**config.mk**
```make
export PLATFORM = sky130hd
export DESIGN_NAME = sgbm_chan
export DESIGN_NICKNAME = d
export VERILOG_FILES = /design/src/rtl/core/sgbm_pkg.sv /design/src/rtl/core/sgbm_chan.sv
export SDC_FILE = /design/constraint.sdc
export NUM_CORES = 2
export LEC_CHECK = 0
export BUFFER_PORTS_ARGS = -buffer_cell sky130_fd_sc_hd__buf_2
export CAP_MARGIN = 20
export CORE_UTILIZATION = 60
export CTS_BUF_LIST = sky130_fd_sc_hd__clkbuf_8
export DETAILED_ROUTE_END_ITERATION = 6
export PLACE_DENSITY = 0.77
export SLEW_MARGIN = 30
export SYNTH_ARGS = -nofsm -noshare
export SYNTH_HDL_FRONTEND = slang
export SYNTH_SLANG_ARGS = --single-unit
```
**constraint.sdc**
```tcl
create_clock -name clk_i -period 8.2 [get_ports clk_i]
set_input_delay 0.82 -clock clk_i [delete_from_list [all_inputs] [get_ports clk_i]]
set_output_delay 0.82 -clock clk_i [all_outputs]
set_load 0.02 [all_outputs]
```
**src/rtl/core/sgbm_pkg.sv**
```systemverilog
// Package for the background model: widths, constants, entry and control types.
// No dependencies.
package sgbm_pkg;
  localparam int unsigned MAX_PIXELS = 131072;
  localparam int unsigned NCH        = 3;
  localparam int unsigned PIX_AW     = $clog2(MAX_PIXELS);
  localparam int unsigned ADDR_W     = 17;
  localparam int unsigned ALPHA_W    = 17;
  localparam int unsigned CFG_W      = 17;
  localparam int unsigned MEAN_W     = 16;
  localparam int unsigned VARI_W     = 24;
  localparam logic [ALPHA_W-1:0] ONE_Q16       = 17'h10000;
  localparam logic [ALPHA_W-1:0] ALPHA_RST     = 17'd655;
  localparam logic [VARI_W-1:0]  INIT_VARIANCE = 24'd2560000;

  typedef enum logic [1:0] {
    REG_ALPHA     = 2'd0,
    REG_COLOUR    = 2'd1,
    REG_SELECTIVE = 2'd2
  } cfg_reg_e;

  typedef enum logic {
    CMD_INIT     = 1'b0,
    CMD_CLASSIFY = 1'b1
  } cmd_e;

  typedef struct packed {
    logic [VARI_W-1:0] variance;
    logic [MEAN_W-1:0] mean;
  } entry_t;

  typedef entry_t [NCH-1:0] row_t;

  typedef struct packed {
    logic               adv;
    logic [ALPHA_W-1:0] a;
    logic [ALPHA_W-1:0] om;
  } chan_ctl_t;
endpackage

```
**src/rtl/core/sgbm_chan.sv**
```systemverilog
// Per-channel arithmetic pipeline: deviation, products, square, blend and compare.
// Depends on sgbm_pkg; three register stages after the store read.
module sgbm_chan (
  input  logic                        clk_i,
  input  sgbm_pkg::chan_ctl_t         ctl_i,
  input  logic [7:0]                  pix_i,
  input  sgbm_pkg::entry_t            ent_i,
  output logic [7:0]                  pix_o,
  output sgbm_pkg::entry_t            old_o,
  output sgbm_pkg::entry_t            new_o,
  output logic                        fg_o
);
  // stage 2
  logic [15:0] dev_q;
  logic [32:0] pa_q, pm_q;
  logic [7:0]  pix2_q;
  sgbm_pkg::entry_t ent2_q;
  // stage 3
  logic [31:0] sq_q;
  logic [15:0] nm_q;
  logic [7:0]  pix3_q;
  sgbm_pkg::entry_t ent3_q;
  // stage 4
  logic [48:0] pv1_q;
  logic [40:0] pv2_q;
  logic        fg_q;
  logic [15:0] nm4_q;
  logic [7:0]  pix4_q;
  sgbm_pkg::entry_t ent4_q;

  logic [15:0] val;
  logic [15:0] dev;
  logic [33:0] nm_sum;
  logic [15:0] nm_sat;
  logic [31:0] sq;
  logic [49:0] nv_sum;
  logic [25:0] nv_raw;

  always_comb begin
    val    = {pix_i, 8'h00};
    dev    = (val >= ent_i.mean) ? (val - ent_i.mean) : (ent_i.mean - val);
    nm_sum = {1'b0, pa_q} + {1'b0, pm_q} + 34'd32768;
    nm_sat = (nm_sum[33:32] != 2'b00) ? 16'hFFFF : nm_sum[31:16];
    sq     = dev_q * dev_q;
    nv_sum = {1'b0, pv1_q} + {1'b0, pv2_q, 8'h00} + 50'd8388608;
    nv_raw = nv_sum[49:24];
  end

  always_ff @(posedge clk_i) begin
    if (ctl_i.adv) begin
      dev_q  <= dev;
      pa_q   <= ctl_i.a * {1'b0, val};
      pm_q   <= ctl_i.om * {1'b0, ent_i.mean};
      pix2_q <= pix_i;
      ent2_q <= ent_i;

      sq_q   <= sq;
      nm_q   <= nm_sat;
      pix3_q <= pix2_q;
      ent3_q <= ent2_q;

      pv1_q  <= ctl_i.a * sq_q;
      pv2_q  <= ctl_i.om * ent3_q.variance;
      fg_q   <= {2'b00, sq_q} > {ent3_q.variance, 10'h000};
      nm4_q  <= nm_q;
      pix4_q <= pix3_q;
      ent4_q <= ent3_q;
    end
  end

  assign pix_o           = pix4_q;
  assign old_o           = ent4_q;
  assign fg_o            = fg_q;
  assign new_o.mean      = nm4_q;
  assign new_o.variance  = (nv_raw[25:24] != 2'b00) ? 24'hFFFFFF : nv_raw[23:0];
endmodule

```
=== Yosys cells after proc, flatten, opt, wreduce, memory -nomap -nowiden ===
Index checks and enable logic that the tools add are counted.

* Flip-flop bits (word level): 373
* Input port bits: 84
* Output and inout bits: 89
* Word-level logic and storage cells: 35

* $add $sub $neg: 6
* Multiply operators: 5
* Magnitude comparators: 2
* Multiplexer cells: 2
* Reduce and logical (&&, ||, !) cells: 2

{| class="wikitable"
|+ Operator list
! kind !! number
|-
| adder 49 x 49 -> 50 bit || 1
|-
| adder 50 x 24 -> 50 bit, second input constant || 1
|-
| multiplier 17 x 32 -> 49 bit || 1
|-
| multiplier 17 x 24 -> 41 bit || 1
|-
| adder 33 x 33 -> 34 bit || 1
|-
| adder 34 x 16 -> 34 bit, second input constant || 1
|-
| > comparator 32 x 34 -> 1 bit || 1
|-
| multiplier 17 x 16 -> 33 bit || 1
|-
| multiplier 16 x 16 -> 32 bit || 1
|-
| subtractor 16 bit || 2
|-
| multiplier 17 x 8 -> 25 bit || 1
|-
| two-way mux 24 bit || 1
|-
| >= comparator 16 bit || 1
|-
| two-way mux 16 bit || 1
|-
| nonzero test 2 bit || 2
|}

=== Depth between registers and ports, before layout ===
* Word-level depth: 4
* Depth in mapped cells: 25

=== Least setup slack after synthesis ===
Ideal clock, no wire load.

* Path kind: input-to-reg
* Start point: in ctl_i[19] (netlist name)
* End point: reg pv1_q[46], data pin
* Library setup time: 262 ps
* Arrival time: 6883 ps
* Required time: 7938 ps
* Path slack: 1055 ps
* Stages: 21
* Path through: clkbuf_1 nand2_1 fa_1 fa_1 fa_1 inv_1 fa_1 fa_1 inv_1 fa_1 inv_1 ha_1 and4_4 a221oi_2 o21ai_1 a221o_1 o2111a_1 o311a_4 or4b_4 and2_1 xor2_1

* Word-level cells in the longest chain between the ends: 1

{| class="wikitable"
|+ Ends and longest elaborated chain
! element !! line !! RTL
|-
| start: declaration || sgbm_chan.sv:5 || <nowiki>input sgbm_pkg::chan_ctl_t ctl_i,</nowiki>
|-
| multiplier 17 x 32 -> 49 bit || sgbm_chan.sv:62 || <nowiki>pv1_q <= ctl_i.a * sq_q;</nowiki>
|-
| end signal: assignment || sgbm_chan.sv:62 ||
|-
| end: declaration || sgbm_chan.sv:24 || <nowiki>logic [48:0] pv1_q;</nowiki>
|}

Every way passes these cells.
A chain may end at the register's enable or synchronous reset.

=== Worst setup path after layout ===
* Start point: reg sq_q[7]
* End point: reg pv1_q[46], data pin

* Word-level cells in the longest chain between the ends: 1

{| class="wikitable"
|+ Ends and longest elaborated chain
! element !! line !! RTL
|-
| start: declaration || sgbm_chan.sv:19 || <nowiki>logic [31:0] sq_q;</nowiki>
|-
| start signal: assignment || sgbm_chan.sv:57 || <nowiki>sq_q <= sq;</nowiki>
|-
| multiplier 17 x 32 -> 49 bit || sgbm_chan.sv:62 ||
|}

Every way passes these cells.

==> impl_results.md <==
* Initial DRT Pass Iterations at 6
* Worst-Skew Late Latency at approximately 0.74 ns
* WP data arrival at about 8 ns
* Count of nets after finishing at 8851
* Fraction of layout cells with a size suffix above 1 at under 10%
* Via count at approximately 47000
* FP Rows at between 100 and 150
* Type of the tightest min-delay check: in -> reg
* Core footprint at roughly 0.11 sq mm
* Half-perimeter wire length after detailed placement at ~130000 microns
* Overflow left after global routing at 0
* Number of enable-type register cells in the synthesized netlist at roughly 350
* Post-detailed-placement cell area at approximately 0.068 sq mm
* Count of hold buffers inserted by post-cts repair at 0
* Final clock skew at roughly 0.042 ns
* Cell count of the worst reg-to-reg path at 21
* Total clock buffers created by CTS at 66
* Detailed Route WL at roughly 170000 microns
* Clock-pin slew on the worst setup and hold paths at approximately 0.070 ns
* Most frequent cell on the critical path: sky130_fd_sc_hd__fa_1
* Weighted congestion reported at the end of routability-driven placement at about 0.94
* Die extent in y at roughly 330 microns
* Unrepaired setup endpoints after global routing: false
* All-Layer GR Usage at a little under a third
* Die X-Extent at roughly 330 microns
* Remaining antenna violation count after routing at 0
* Sort of element at the end of the critical path: flop
* Maximum clock rate at ~0.13 GHz
* Number of cells produced by synthesis at 6822
* Worst hold stages at 1
* Synth-to-Final Area Change at 5.83%
* Detailed-route DRC error count at 0
* Sort of element at the start of the critical path: flop
* Slowest stage cell, crit path: sky130_fd_sc_hd__edfxtp_1
* Minimum clock period at between 7 and 8 ns
* Area taken by multi-input logic gates at 0.0476 sq mm
* Die area at roughly 0.11 sq mm
* Drt via density at approximately 5.6
* Synthesized area per cell at around 9.6 sq um
* WL per Instance at between 20 and 25 microns
* Share of async-settable or async-resettable flops after synthesis at 0%
* Portion of the post-synthesis area used by sequential elements at approximately 16%
* DR iter-0 viols at 3625
* Final hold vios at 0
* Initial Util at 60.7%
* Number of I/O port buffers at about 170
* Global-route wire length before repair at around 270000 microns
* Final-layout fill cell count at ~8600
* Accumulated negative setup slack at 0 ns
* Run status: completed
* Required time of the critical path at 8.66 ns
* Worst path cell trace: and2_1 > fa_1 > inv_1 > fa_1 > fa_1 > fa_1 > inv_1 > fa_1 > inv_1 > fa_1 > inv_1 > ha_1 > and4_4 > a221oi_2 > o21ai_1 > a221o_1 > o2111a_1 > o311a_4 > or4b_4 > and2_1 > xor2_1
* Yosys Warn Count at 0
* Max-slew violation count at 0
* Crit-path max cell delay at roughly 0.70 ns
* Flip-flop and latch count after synthesis at 354
* Clock sinks at approximately 350
* Total standard cell area after synthesis at approximately 0.065 sq mm
* Initial antenna violation count at 8
* Period utilization at 90.4%
* Final Setup Violations at 0
* Most used DFF post-synth: sky130_fd_sc_hd__edfxtp_1
* Count of instances resized after the clock tree is built at 0
* I/O Pins at approximately 170
* Number of distinct standard cells referenced by the synthesized netlist at a little over 80
* Post-CTS setup buffer count at 0
* Maximum number of pins on one net before global-route repair at 155
* Worst Max-Slew Pin Slew at around 1.1 ns
* Maxcap violations at 0
* FF/Latch Area at 0.0106 sq mm
* Vias in the first global route at 50800
* Worst slew margin relative to its limit at between 20% and 30%
* CTS tree: yes
* Root buffer cell: sky130_fd_sc_hd__clkbuf_8
* Max Root-Sink Buffers at 3
* Number of H-tree levels at 3
* Kind of critical path: reg -> reg
* Highest net fanout along the worst path at 15
* Post-layout instance area at roughly 0.069 sq mm
Yosys cell counts, types with 4 or more instances:
library cell | n | area share, %
sky130_fd_sc_hd__a211o_1 | 6 | 0.081
sky130_fd_sc_hd__a211oi_1 | 18 | 0.21
sky130_fd_sc_hd__a21boi_0 | 8 | 0.092
sky130_fd_sc_hd__a21o_1 | 89 | 1.0
sky130_fd_sc_hd__a21oi_1 | 164 | 1.3
sky130_fd_sc_hd__a221o_1 | 4 | 0.061
sky130_fd_sc_hd__a221oi_1 | 6 | 0.081
sky130_fd_sc_hd__a31oi_1 | 24 | 0.23
sky130_fd_sc_hd__a41oi_1 | 5 | 0.067
sky130_fd_sc_hd__and2_1 | 582 | 5.6
sky130_fd_sc_hd__and3_1 | 21 | 0.20
sky130_fd_sc_hd__and4_1 | 4 | 0.054
sky130_fd_sc_hd__buf_1 | 5 | 0.029
sky130_fd_sc_hd__clkbuf_1 | 277 | 1.6
sky130_fd_sc_hd__edfxtp_1 | 354 | 16
sky130_fd_sc_hd__fa_1 | 1231 | 38
sky130_fd_sc_hd__ha_1 | 649 | 12
sky130_fd_sc_hd__inv_1 | 1587 | 9.1
sky130_fd_sc_hd__mux2i_1 | 8 | 0.12
sky130_fd_sc_hd__nand2_1 | 981 | 5.6
sky130_fd_sc_hd__nand2b_1 | 27 | 0.26
sky130_fd_sc_hd__nand3_1 | 45 | 0.35
sky130_fd_sc_hd__nand4_1 | 23 | 0.22
sky130_fd_sc_hd__nor2_1 | 152 | 0.87
sky130_fd_sc_hd__nor2b_1 | 35 | 0.34
sky130_fd_sc_hd__nor3_1 | 47 | 0.36
sky130_fd_sc_hd__nor3b_1 | 4 | 0.046
sky130_fd_sc_hd__nor4_1 | 8 | 0.077
sky130_fd_sc_hd__o211ai_1 | 10 | 0.12
sky130_fd_sc_hd__o21a_1 | 25 | 0.29
sky130_fd_sc_hd__o21ai_0 | 80 | 0.61
sky130_fd_sc_hd__o21ai_1 | 6 | 0.046
sky130_fd_sc_hd__o21ba_2 | 5 | 0.077
sky130_fd_sc_hd__o21bai_1 | 30 | 0.35
sky130_fd_sc_hd__o22ai_1 | 4 | 0.038
sky130_fd_sc_hd__o31ai_1 | 8 | 0.092
sky130_fd_sc_hd__o41ai_1 | 9 | 0.12
sky130_fd_sc_hd__or2_2 | 7 | 0.067
sky130_fd_sc_hd__or3_1 | 14 | 0.13
sky130_fd_sc_hd__or4_1 | 4 | 0.046
sky130_fd_sc_hd__xnor2_1 | 133 | 1.8
sky130_fd_sc_hd__xor2_1 | 54 | 0.72
state kept, by name, summed over array words and instances, names as in the netlist, 25 cells and up:
name and count:
ent2_q 39, ent3_q 39, old_o 40, pa_q 25, pm_q 25, pv1_q 41, pv2_q 41, sq_q 31
final timing paths:
path,start,endpoint,slack (ns)
worst max-delay path,sq_q[7]$_DFFE_PP_,pv1_q[46]$_DFFE_PP_,0.78
worst min register to register,ent3_q[14]$_DFFE_PP_,old_o[14]$_DFFE_PP_,0.38
worst max register to register,sq_q[7]$_DFFE_PP_,pv1_q[46]$_DFFE_PP_,0.78
worst min-delay path,ent_i[16],ent2_q[16]$_DFFE_PP_,0.25
cells in the final DEF, fill, tap and decap left out, types with 21 or more instances in the layout:
cell type	n
sky130_fd_sc_hd__xor2_1	54
sky130_fd_sc_hd__clkbuf_8	67
sky130_fd_sc_hd__ha_1	649
sky130_fd_sc_hd__o21bai_1	30
sky130_fd_sc_hd__nor2_1	152
sky130_fd_sc_hd__fa_1	1231
sky130_fd_sc_hd__inv_1	1600
sky130_fd_sc_hd__and3_1	21
sky130_fd_sc_hd__a21o_1	89
sky130_fd_sc_hd__o21ai_0	80
sky130_fd_sc_hd__o21a_1	25
sky130_fd_sc_hd__nand2b_1	27
sky130_fd_sc_hd__buf_2	171
sky130_fd_sc_hd__nand2_1	981
sky130_fd_sc_hd__a21oi_1	164
sky130_fd_sc_hd__a31oi_1	24
sky130_fd_sc_hd__nand4_1	23
sky130_fd_sc_hd__nand3_1	45
sky130_fd_sc_hd__and2_1	582
sky130_fd_sc_hd__buf_4	95
sky130_fd_sc_hd__xnor2_1	133
sky130_fd_sc_hd__nor3_1	47
sky130_fd_sc_hd__edfxtp_1	354
sky130_fd_sc_hd__nor2b_1	35
cell families after synthesis:
| kind of cell | Yosys count | share of synthesized area, % |
|---|---|---|
| AND/OR/NAND/NOR | 1967 | 14.4 |
| adder cells (fa/ha/maj) | 1880 | 50.2 |
| buffers and inverters | 1872 | 10.8 |
| AO/OA/AOI/OAI | 549 | 5.60 |
| flip-flops | 354 | 16.3 |
| XOR/XNOR | 187 | 2.51 |
| multiplexers | 11 | 0.174 |
| other | 2 | 0.0115 |
layout make-up:
type                    count  share of cell area (%)
inverters                1587                    8.62
clock buffers              67                    1.34
clock inverters            53                   0.614
flip-flops and latches    354                    15.4
well taps                1403                    2.54
multi-input cells        4603                    69.0
diodes                      3                  0.0109
repair buffers            275                    2.50
worst max-delay path, delay by kind of cell, from the launching register on:
family / cells / cell delay [ns]
buffers and inverters: 4 / 0.19
flip-flops: 1 / 0.70
adder cells (fa/ha/maj): 7 / 3.30
XOR/XNOR: 1 / 0.13
AO/OA/AOI/OAI: 5 / 1.62
AND/OR/NAND/NOR: 4 / 1.21
per-stage QoR:
step / hold slack [ns] / std cells / worst slack, ns / util [%]
final: 0.254 / 8345 / 0.783 / 64.3
after global routing: 0.231 / 8344 / 0.549 / 64.2
after CTS: 0.218 / 8339 / 0.787 / 64.2
after detailed placement: 0.405 / 8219 / 0.226 / 62.9
after global placement: 0.401 / 8218 / 0.379 / 62.9
after floorplan: 0.400 / 6829 / 1.06 / -
routing by layer:
layer | wire, microns | global-route usage [%]
met1 | 67300 | 41.9
met2 | 79800 | 52.1
met3 | 15400 | 6.38
met4 | 7270 | 13.5
met5 | 13 | 0
Power is left out: the tool's default activity adds up to more than one toggle a clock period on the data nets, which glitch-free logic cannot reach.
